$ cat src/hdl/ljpf_ram.sv
module ljpf_ram #(
    parameter int WIDTH  = 8,
    parameter int DEPTH  = 16,
    parameter int ADDR_W = (DEPTH > 1) ? $clog2(DEPTH) : 1
) (
    input  logic              i_clk,
    input  logic              i_we,
    input  logic [ADDR_W-1:0] i_waddr,
    input  logic [WIDTH-1:0]  i_wdata,
    input  logic [ADDR_W-1:0] i_raddr,
    output logic [WIDTH-1:0]  o_rdata
);
    logic [WIDTH-1:0] r_mem [DEPTH];
    logic [WIDTH-1:0] r_rdata;

    always_ff @(posedge i_clk) begin
        if (i_we) begin
            r_mem[i_waddr] <= i_wdata;
        end
        r_rdata <= r_mem[i_raddr];
    end

    assign o_rdata = r_rdata;
endmodule

$ cat config.mk
export PLATFORM = sky130hd
export DESIGN_NAME = ljpf_ram
export DESIGN_NICKNAME = d
export VERILOG_FILES = /design/src/hdl/ljpf_ram.sv
export SDC_FILE = /design/constraint.sdc
export NUM_CORES = 1
export LEC_CHECK = 0
export ABC_AREA = 0
export BUFFER_PORTS_ARGS = -buffer_cell sky130_fd_sc_hd__buf_2
export CAP_MARGIN = 10
export CORE_AREA = 2 2 90 114
export DETAILED_ROUTE_END_ITERATION = 8
export DIE_AREA = 0 0 92 116
export GPL_TIMING_DRIVEN = 1
export PLACE_DENSITY = 0.71
export SETUP_SLACK_MARGIN = 0.1
export SYNTH_ARGS = -nofsm -noshare
export SYNTH_HDL_FRONTEND = slang
export SYNTH_SLANG_ARGS = --single-unit
export TNS_END_PERCENT = 30
$ cat constraint.sdc
create_clock -name i_clk -period 1.8 [get_ports i_clk]
set_input_delay 0.09 -clock i_clk [delete_from_list [all_inputs] [get_ports i_clk]]
set_output_delay 0.09 -clock i_clk [all_outputs]
set_load 0.05 [all_outputs]
# Word level (Yosys, flattened, before mapping)
# Memories as Yosys holds them, arrays and structs flattened. A register that Yosys moved wholly into a read port is not among the register bits.
# Index checks and enable logic that the tools add are counted.
[totals] elab_cells=3 register_bits=0 memories=1 output_inout_bits=8 ram_bits=128
[memory_table] memory="r_mem" depth=16 width=8 read_ports=1 rd_ports_with_merged_regs=1 wr=1 line_no="13" rtl="logic [WIDTH-1:0] r_mem [DEPTH];"
[op_classes] muxes=2
[op_table] cell="$mux 1" count=2

# Longest topological paths before layout
[logic_depth] depth_word=2 mapped_depth=5 mapped_depth_nobuf=3

# Worst setup path after synthesis
# Ideal clock, no wire load.
[synth_timing] path_kind="input to register" from="input port i_waddr[2]" to="memory r_mem[0][0] (enable)" stages=2 slack_ns=0.217 arrival_time_ns=1.200 setup_ns=0.383 path_cell_list="or3b_2 > nor3_1"
[synth_lines] item="from (decl)" line_no="8" rtl="input logic [ADDR_W-1:0] i_waddr,"
[synth_lines] item="to (decl)" line_no="13"
# Straight into the memory's write port.

==> flow_metrics.py <==
metrics = {
    "power_and_ir_drop": {
        "netSwitchingFraction": 0.200,
        "clkPwrFrac": 0.477,
        "pwr-share-comb": 0.053,
        "p_switching_uw": 1510,
        "p_leak_uw": 0.00212,
        "p_seq_frac": 0.469,
        "internal_power_uw": 6070,
        "irDropWorstVdd_uv": 970,
        "powerDensity_nw_per_um2": 1230,
    },
    "placed_design": {
        "numPortBuffers": 25,
        "hpwl_mm": 6.04,
        "gp_congestion": 0.746,
        "dpl_cell_area_sq_um": 5540,
    },
    "job": {
        "cap_violations": 0,
    },
    "timing": {
        "tns_ns": 0,
        "fin_skew_ns": 0.00801,
        "tightestPinTransition_ns": 0.722,
        "hold_viol_final": 0,
        "maxSlewHeadroom": 0.517,
        "period_share": 0.778,
        "finalSetupViolCount": 0,
        "finalMaxSlewViolations": 0,
        "max_freq_ghz": 0.714,
        "rsz0062_at_grt": "no",
        "whs_ns": 0.0667,
        "period_needed_ns": 1.40,
    },
    "min_path": {
        "worstHoldPathType": "in2reg",
        "min_from": "i_wdata[3]",
        "hold_depth": 1,
        "hold_path_end": "r_mem[11][3]",
    },
    "clocking": {
        "cts_resized": 0,
        "htreeDepth": 4,
        "cts_made_buffers": 17,
        "tritoncts": "done",
        "clk_pin_slew_ns": 0.06,
        "clock_path_buffers": 2,
        "postCtsSetupBuffers": 0,
        "cts_root_buf": "clkbuf_16",
        "clk_latency_ns": 0.41,
        "numClockSinks": 136,
        "cts_hold_buf": 0,
    },
    "worst_setup_path": {
        "critical_path.max_stage_delay_ns": 0.50,
        "r2r_end": "o_rdata[2]",
        "cp_slowest_cell": "mux4_1",
        "setup.worst_path.start_class": "flip-flop",
        "reg2regPathDepth": 3,
        "worstSetupPathType": "reg2reg",
        "required_ns": 2.10,
        "cp.arrival_ns": 1.70,
        "end_kind": "flip-flop",
        "reg2reg_from": "r_mem[1][2]",
        "cp_cell_sequence": "mux4_1 > a22oi_1 > nand2_1",
        "worstPathMaxFanout": 1,
        "reg2reg_slack_ns": 0.40,
    },
    "synthesis": {
        "synth_edf_count": 128,
        "yosysSeqAreaShare": 0.778,
        "syn-cell-area_sq_um": 5150,
        "synth-async-reset-ratio": 0,
        "synthesis.instances": 229,
        "yosysWarnings": 0,
        "synthFlopType": "edfxtp_1",
        "yosysUniqueCellTypes": 19,
        "syn_avg_cell_area_sq_um": 22.5,
        "yosys_register_bits": 136,
        "synth_fp_nets": 247,
    },
    "final_layout": {
        "drive_gt1_frac": 0.323,
        "fillers": 636,
        "num-nets-final": 302,
        "utilization": 0.649,
        "postLayoutCellArea_sq_um": 6170,
        "antenna-diode-count": 0,
        "area_delta_synth_final_pct": 19.9,
    },
    "floorplan": {
        "dieHeight_um": 116,
        "die_x_um": 92,
        "coreArea_sq_um": 9510,
        "ios": 26,
        "start_util": 0.541,
        "rows": 40,
        "dieArea_sq_um": 10700,
    },
    "global_route": {
        "antenna_found_initial": 0,
        "overflow": 0,
        "grt_pass1_wl_mm": 14.9,
        "grt_start_max_net_pins": 33,
        "grt_usage": 0.201,
        "grt_pass1_vias": 2677,
    },
    "detailed_routing": {
        "routed_wl_mm": 9.63,
        "drt_iter0_markers": 216,
        "vias_per_cell": 5.82,
        "vias": 2462,
        "postRouteAntennaNets": 0,
        "drt_pass1_iterations": 4,
        "drc": 0,
        "wl_per_cell_um": 22.8,
    },
    "outcome": {
        "outcome": "completed",
    },
}
==> worst max-delay path by stage <==
stage                      startpoint     endpoint  slack, ns  cells past startpoint
after floorplan            i_waddr[2]  r_mem[0][0]       0.22                      2
after global placement     i_raddr[0]   o_rdata[2]       0.26                      5
after detailed placement   i_raddr[0]   o_rdata[2]       0.26                      5
after CTS                 r_mem[1][2]   o_rdata[2]       0.40                      3
after global routing      r_mem[1][2]   o_rdata[2]       0.30                      3
final                     r_mem[1][2]   o_rdata[2]       0.40                      3
==> power groups by stage <==
stage          sequential [uW]  combinational [uW]  clock, uW
2_1_floorplan             3700                 180          0
3_3_place_gp              3620                 398          0
3_5_place_dp              3630                 407          0
4_1_cts                   3560                 410       3670
5_1_grt                   3570                 432       3810
6_report                  3560                 405       3620
==> area by class of cell <==
type | instances | area, sq um | share of cell area
sequential | 136 | 4000 | 0.649
clock inverter | 12 | 174 | 0.0282
timing repair buffer | 46 | 320 | 0.0519
multi-input combinational | 83 | 1060 | 0.171
tap | 126 | 158 | 0.0256
clock buffer | 20 | 457 | 0.0740
==> layout by cell type (no fill, tap or decap), types with 3 or more instances in the layout <==
master and count:
clkinvlp_4 4, clkinv_2 3, nand2_1 9, a22oi_1 16, buf_4 18, mux4_2 18
bufinv_16 4, nor2_1 13, buf_2 25, dfxtp_1 8, buf_12 3, mux4_1 14
nor3_1 4, clkbuf_16 17, edfxtp_1 128
==> cells by family after synthesis <==
logic type,after synthesis,share of synthesized area
simple gates,35,0.0318
flops,136,0.778
compound gates,16,0.0233
buf+inv,10,0.0168
mux,32,0.150
==> critical path, delay by kind of cell, from the launching register on <==
| family | cells | cell delay [ns] |
|---|---|---|
| compound gates | 1 | 0.33 |
| simple gates | 1 | 0.09 |
| flops | 1 | 0.37 |
| mux | 1 | 0.50 |
==> sequential cells by signal, summed over array words and instances (netlist names) <==
signal,flops
o_rdata,8
r_mem,128
==> cells in the mapped netlist (2+ instances only) <==
cell	n	area [sq um]
edfxtp_1	128	3840
mux4_2	18	405
a22oi_1	16	120
mux4_1	14	368
nor2_1	13	48.8
nand2_1	9	33.8
dfxtp_1	8	160
nor3_1	4	20.0
buf_2	3	15.0
buf_6	3	33.8
clkdlybuf4s25_2	3	30.0
nand2b_1	2	12.5
nand3b_1	2	15.0
==> routing by layer <==
layer | vias to the layer above | global-route usage | part of all wire
met4 | 0 | 0.0826 | 0.018
met1 | 1298 | 0.248 | 0.41
li1 | 1083 | - | -
met2 | 66 | 0.343 | 0.54
met3 | 15 | 0.0527 | 0.035
met5 | - | 0 | 0
==> per-stage QoR <==
step	setup WS, ns	power [uW]	std cells
after floorplan	0.217	3880	229
after detailed placement	0.257	4030	391
after global routing	0.303	7810	423
after global placement	0.264	4020	391
final	0.400	7590	423
after CTS	0.398	7640	423
Power figures use the tool's default switching activity.
