--- config.mk ---
export PLATFORM = sky130hd
export DESIGN_NAME = ljpf_mul
export DESIGN_NICKNAME = d
export VERILOG_FILES = /design/src/hdl/ljpf_pkg.sv /design/src/hdl/ljpf_mul.sv
export SDC_FILE = /design/constraint.sdc
export NUM_CORES = 2
export LEC_CHECK = 0
export BUFFER_PORTS_ARGS = -buffer_cell sky130_fd_sc_hd__buf_2
export CAP_MARGIN = 20
export CORE_ASPECT_RATIO = 0.7
export CORE_UTILIZATION = 64
export CTS_BUF_LIST = sky130_fd_sc_hd__clkbuf_16
export DETAILED_ROUTE_END_ITERATION = 6
export HOLD_SLACK_MARGIN = 0.08
export PLACE_DENSITY = 0.83
export SLEW_MARGIN = 20
export SYNTH_ARGS = -nofsm -noshare
export SYNTH_HDL_FRONTEND = slang
export SYNTH_SLANG_ARGS = --single-unit
--- constraint.sdc ---
create_clock -name i_clk -period 9.05 [get_ports i_clk]
set_clock_uncertainty 0.2 [all_clocks]
set_input_delay 0.4525 -clock i_clk [delete_from_list [all_inputs] [get_ports i_clk]]
set_output_delay 0.4525 -clock i_clk [all_outputs]
set_load 0.05 [all_outputs]
--- src/hdl/ljpf_pkg.sv ---
package ljpf_pkg;

    localparam int LJPF_MAX_PARTICLES = 1024;

    localparam int OP_W      = 2;
    localparam int IDX_W     = 10;
    localparam int D_W       = 25;
    localparam int ACC_W     = 48;
    localparam int CUT_W     = 30;
    localparam int CFG_IDX_W = 1;
    localparam int CFG_W     = 48;

    localparam int MUL_W     = 64;
    localparam int PROD_W    = 2 * MUL_W;
    localparam int MUL_DIGIT = 16;

    localparam int FRAC_D      = 20;
    localparam int FRAC_R      = 24;
    localparam int RECIP_SHIFT = 44;

    localparam int SUM_W  = 50;
    localparam int RM2_W  = 29;
    localparam int RM4_W  = 33;
    localparam int RM6_W  = 37;
    localparam int RM12_W = 49;
    localparam int T_W    = 51;
    localparam int PHI_W  = 52;
    localparam int U_W    = 54;
    localparam int DMAG_W = 59;
    localparam int F_W    = 50;
    localparam int FM_W   = 49;
    localparam int DCNT_W = 6;

    localparam logic [CUT_W-1:0]        CUTOFF_SQ_RST = 30'd6553600;
    localparam logic signed [ACC_W-1:0] OFFSET_RST    = -48'sd273757;
    localparam logic [CUT_W-1:0]        R2_CLOSE      = 30'd65536;
    localparam logic [FM_W-1:0]         FM_BIG        = 49'd1 << 48;
    localparam logic [PHI_W-1:0]        PHI_BIG       = 52'd1 << 48;

    typedef enum logic [OP_W-1:0] {
        OP_CLEAR = 2'd0,
        OP_ACCUM = 2'd1,
        OP_READ  = 2'd2,
        OP_NOP   = 2'd3
    } t_op;

    typedef enum logic [CFG_IDX_W-1:0] {
        CFG_CUTOFF_SQ     = 1'b0,
        CFG_ENERGY_OFFSET = 1'b1
    } t_cfg_idx;

    typedef enum logic [3:0] {
        S_CLEAR,
        S_IDLE,
        S_MUL_GO,
        S_MUL_WAIT,
        S_DIV,
        S_UPD_RD,
        S_UPD_WR,
        S_POT,
        S_RD_ISSUE,
        S_RD_OUT
    } t_state;

    typedef enum logic [3:0] {
        M_SQ_X,
        M_SQ_Y,
        M_SQ_Z,
        M_RM4,
        M_RM6,
        M_RM12,
        M_DPHI,
        M_F_X,
        M_F_Y,
        M_F_Z
    } t_mstep;

    typedef struct packed {
        logic             hit;
        logic [ACC_W-1:0] val;
    } t_sat;

endpackage

--- src/hdl/ljpf_mul.sv ---
module ljpf_mul (
    input  logic                        i_clk,
    input  logic                        i_rst_n,
    input  logic                        i_start,
    input  logic [ljpf_pkg::MUL_W-1:0]  i_a,
    input  logic [ljpf_pkg::MUL_W-1:0]  i_b,
    output logic                        o_busy,
    output logic                        o_done,
    output logic [ljpf_pkg::PROD_W-1:0] o_prod
);
    import ljpf_pkg::*;

    localparam int STEPS = MUL_W / MUL_DIGIT;
    localparam int CNT_W = $clog2(STEPS);

    logic [MUL_W-1:0]            r_a;
    logic [MUL_W-1:0]            r_b;
    logic [PROD_W-1:0]           r_acc;
    logic [PROD_W-1:0]           n_acc;
    logic [CNT_W-1:0]            r_cnt;
    logic                        r_busy;
    logic                        r_done;
    logic [MUL_W+MUL_DIGIT-1:0]  part;
    logic [MUL_W+MUL_DIGIT:0]    upper;
    logic [PROD_W+MUL_DIGIT:0]   joined;

    always_comb begin
        part   = r_a * r_b[MUL_DIGIT-1:0];
        upper  = (MUL_W + MUL_DIGIT + 1)'(r_acc[PROD_W-1:MUL_W])
               + (MUL_W + MUL_DIGIT + 1)'(part);
        joined = {upper, r_acc[MUL_W-1:0]} >> MUL_DIGIT;
        n_acc  = joined[PROD_W-1:0];
    end

    always_ff @(posedge i_clk) begin
        if (!i_rst_n) begin
            r_busy <= 1'b0;
            r_done <= 1'b0;
            r_cnt  <= '0;
        end else begin
            r_done <= 1'b0;
            if (i_start) begin
                r_busy <= 1'b1;
                r_cnt  <= '0;
            end else if (r_busy) begin
                r_cnt <= r_cnt + 1'b1;
                if (r_cnt == CNT_W'(STEPS - 1)) begin
                    r_busy <= 1'b0;
                    r_done <= 1'b1;
                end
            end
        end
    end

    always_ff @(posedge i_clk) begin
        if (i_start) begin
            r_a   <= i_a;
            r_b   <= i_b;
            r_acc <= '0;
        end else if (r_busy) begin
            r_acc <= n_acc;
            r_b   <= r_b >> MUL_DIGIT;
        end
    end

    assign o_busy = r_busy;
    assign o_done = r_done;
    assign o_prod = r_acc;
endmodule

# Word-level counts from Yosys, hierarchy flattened
# Index checks and enable logic that the tools add are counted.
# Widths: inputs -> output; s select.
[word_totals]
in_bits = 131
out_inout_bits = 130
elab_cells = 21
reg_bits = 260
[classes]
n_mux = 6
n_reduce_logical = 3
n_mul = 1
n_eq_ne = 1
add_sub_neg = 2
n_bitwise = 2
[ops]
columns = ["operator", "n"]
rows = [
  ["$mux 64", 2],
  ["$add 64x80->80", 1],
  ["$mul 64x16->80", 1],
  ["$mux 1", 4],
  ["$reduce_or 3->1", 1],
  ["$add 2x1->2 const B", 1],
  ["$eq 2x2->1 const B", 1],
  ["$not 1->1", 2],
  ["$reduce_bool 2->1", 1],
  ["$reduce_or 2->1", 1],
]

# Longest topological paths before layout
[logic_depth]
depth_word = 4
depth_mapped = 27
mapped_depth_nobuf = 25

# Worst setup path after synthesis
# No wires, ideal clock.
[synth_path]
path_kind = "register to register"
from = "register r_b[7]"
to = "register r_acc[75] (netlist: o_prod[75])"
required_time_ns = 8.714
setup_time_ns = 0.136
setup_slack_ns = 2.125
arrival_time_ns = 6.589
path_stages_with_launch = 27
path_buffers = 2
period_less_slack_ns = 6.925
path_cell_list = "edfxtp_1 -> clkbuf_1 -> clkbuf_1 -> nand2_1 -> fa_1 -> inv_1 -> fa_1 -> inv_1 -> fa_1 -> inv_1 -> fa_1 -> fa_1 -> inv_1 -> fa_1 -> inv_1 -> ha_1 -> nand4_1 -> nor3_1 -> or4_4 -> o211ai_2 -> nand2_1 -> a311o_1 -> a21o_1 -> a21o_1 -> a21boi_1 -> xor2_1 -> o22ai_1"
[synth_via]
elab_chain_cells = 2
[synth_rtl]
columns = ["element", "line_no", "text"]
rows = [
  ["start, declared", "ljpf_mul.sv:17", "logic [MUL_W-1:0] r_b;"],
  ["start signal, assigned", "ljpf_mul.sv:58", "r_b <= i_b;"],
  ["start signal, assigned", "ljpf_mul.sv:62", "r_b <= r_b >> MUL_DIGIT;"],
  ["$mul 64x16->80", "ljpf_mul.sv:28", "part = r_a * r_b[MUL_DIGIT-1:0];"],
  ["$add 64x80->80", "ljpf_mul.sv:30", "+ (MUL_W + MUL_DIGIT + 1)'(part);"],
  ["end signal, assigned", "ljpf_mul.sv:61", "r_acc <= n_acc;"],
  ["end, declared", "ljpf_mul.sv:18", "logic [PROD_W-1:0] r_acc;"],
]
# Every way passes these cells.
# A chain may end at the register's enable or synchronous reset.

# Final worst setup path
[layout_path]
from = "register r_b[4]"
to = "register r_acc[124] (netlist: o_prod[124])"
# Same word-level chain as after synthesis.

==> flow_summary.yaml <==
status:
  status: "completed"
sta:
  finalMaxSlewViolations: 0
  worst_slew_pin_slew_ps: 1180
  final_hold_viol_count: 0
  setup_viol: 0
  max_slew_margin_pct: 21.6
  min_period_over_period_pct: 91.4
  timing.fmax_ghz: 0.121
  worst_slack_ps: 780
  tns_ps: 0
  timing.hold.ws_ps: 293
  finalCriticalPeriod_ps: 8270
  rsz0062_at_grt: "false"
die:
  ios: 261
  die_area_um2: 67500
  core_um2: 65300
  chipWidth_um: 310
  initial_core_util_pct: 65.2
  rows: 78
  chipHeight_um: 218
logic_synthesis:
  syn_inst: 4547
  synth-xor-area-share_pct: 1.56
  synthDominantCellAreaShare_pct: 43.7
  synth_fa_ha_area_share_pct: 48.3
  synth_fp_nets: 5763
  synth.distinct_cells: 75
  synth_area_leaders: "fa_1 44%, inv_1 9.8%, edfxtp_1 9.0%"
  synthFlopType: "dfxtp_1"
  avgSynthCellArea_um2: 9.36
  yosys.area_share.simple_pct: 14.6
  synth.cell_area_um2: 42600
  post-synth-top-area-cell: "fa_1"
  yosysSeqAreaShare_pct: 15.2
  yosysWarningCount: 0
  synth_top_family_by_area: "adder cells"
  synth-compound-area-share_pct: 4.98
  synth_edf_count: 128
  synth_mux_area_share_pct: 3.37
  synth-seq-cells: 260
  async_reset_ff_share_pct: 0
worst_hold_path:
  hold_path_class: "flip-flop to flip-flop"
grt:
  grt_pass1_vias: 34700
  grt_use_total_pct: 37.9
  grt_overflow_total: 0
  grt_pass1_wl_um: 193000
  grt_max_degree: 84
  antenna_found_initial: 3
clock_tree:
  cts.sinks: 260
  root_buffer: "clkbuf_16"
  cts_buffers: 30
  htreeDepth: 1
  cts_buffer_depth: 3
  clk_latency_ps: 660
  cts_tree: "yes"
  clk_pin_slew_ps: 70
drt:
  via_per_inst: 5.73
  antenna_left: 0
  routed_wl_um: 123000
  drt_iter0_drc: 3133
  avgRoutedWirePerCell_um: 21.6
  firstDrtPassIters: 5
  drc: 0
  vias: 32500
worst_setup_path:
  reg2reg_depth: 27
  r2r-end: "o_prod[124]$_SDFFE_PP0P_"
  worstSetupPathType: "flip-flop to flip-flop"
  crit_path_max_fanout: 24
  cp.required_ps: 9330
  endpoint_kind: "flip-flop"
  startpoint_type: "flip-flop"
  critical_path.endpoint: "o_prod[124]$_SDFFE_PP0P_"
  r2r_slack_ps: 780
  crit_arrival_ps: 8550
  r2r-start: "r_b[4]$_DFFE_PP_"
  crit_start: "r_b[4]$_DFFE_PP_"
layout:
  fillCellCount: 4672
  final_layout_size_suffix_gt1_share_pct: 8.96
  nNetsFinal: 5989
  area_growth_pct: 10.0
  mostFrequentLayoutCell: "inv_1"
  final_cell_mix: "1115 x inv_1, 930 x fa_1, 713 x nand2_1, 401 x and2_1, 259 x buf_2"
placed_design:
  pre_cts_slack_ps: 1040
  routabilityCongestion: 0.961
  portBuffers: 260
  hpwl_um: 89800
flow_run:
  cap_violations: 0
==> layout make-up <==
class                   count  area [um^2]  area share, %
inverters                1111         4170           8.91
flip-flops and latches    260         6490           13.9
well taps                 880         1100           2.35
multi-input cells        2935        31000           66.2
clock buffers              32          801           1.71
repair buffers            435         3100           6.61
diodes                      4         10.0         0.0214
clock inverters            24          171          0.366
==> per-layer routing <==
layer / GRT usage [%] / wire length [um] / vias up
li1: - / - / 13800
met1: 51.9 / 47400 / 16300
met2: 55.5 / 52800 / 2130
met3: 15.0 / 17900 / 335
met4: 12.3 / 4700 / 0
met5: 0 / 0 / -
==> critical path: stages (launching register included) <==
cell and delay (ps):
edfxtp_1 1050, buf_4 460, buf_4 230, nand2_1 90, fa_1 560, inv_1 50
fa_1 470, inv_1 50, fa_1 510, inv_1 60, fa_1 490, fa_1 490
inv_1 50, fa_1 470, inv_1 40, ha_1 400, nand4_1 190, nor2_1 140
nand2_1 80, or3_1 370, a211oi_1 250, nor3_1 120, buf_4 170, a31o_2 270
o31a_1 310, o21ai_1 210, xnor2_1 160, o22ai_1 90
==> Yosys cell counts (42+ instances only) <==
master    number
dfxtp_1      132
a21o_1        61
inv_1       1111
xnor2_1       42
and2_1       401
fa_1         930
nand2_1      713
a21oi_1       78
mux2i_1       88
nor2_1       120
mux2_2        49
clkbuf_1     222
edfxtp_1     128
ha_1         155
==> how the worst min path moves through the flow <==
stage,from,to,slack [ps],depth (start not counted)
after floorplan,r_cnt[1]$_SDFFE_PP0P_,r_cnt[1]$_SDFFE_PP0P_,260,2
after global placement,o_prod[11]$_SDFFE_PP0P_,o_prod[11]$_SDFFE_PP0P_,270,2
after detailed placement,o_prod[10]$_SDFFE_PP0P_,o_prod[10]$_SDFFE_PP0P_,280,2
after CTS,i_a[38],r_a[38]$_DFFE_PP_,280,2
after global routing,i_a[43],r_a[43]$_DFFE_PP_,300,2
final,o_prod[10]$_SDFFE_PP0P_,o_prod[10]$_SDFFE_PP0P_,290,2
==> per-stage QoR <==
stage	instances	util [%]	instance area (um^2)
floorplan	4547	-	42600
global placement	5490	68.2	44500
detailed placement	5490	68.2	44500
CTS	5676	71.7	46800
global route	5680	71.7	46800
finish	5681	71.7	46800
==> state kept, by name, summed over array words and instances (netlist names) <==
name    cells
o_prod    128
r_a        64
r_b        64
r_cnt       2
o_busy      1
o_done      1
==> kinds of logic (layout without fill, tap and decap cells) <==
| logic type | Yosys count | count (layout) |
|---|---|---|
| muxes | 137 | 137 |
| AOI/OAI and AO/OA | 312 | 312 |
| buffers and inverters | 1352 | 1602 |
| DFF | 260 | 260 |
| xor gates and xnor gates | 76 | 76 |
| and+or+nand+nor | 1325 | 1325 |
| adders and majority gates | 1085 | 1085 |
| other | 0 | 4 |
==> what timing repair did <==
item	in CTS	in global routing
hold buffers	130	0
buffers inserted	0	0
resized for setup	0	0
hold endpoints to repair	161	0
Power is not shown: default switching activity piles up to over one toggle a cycle in this logic, so the estimate is an artifact.
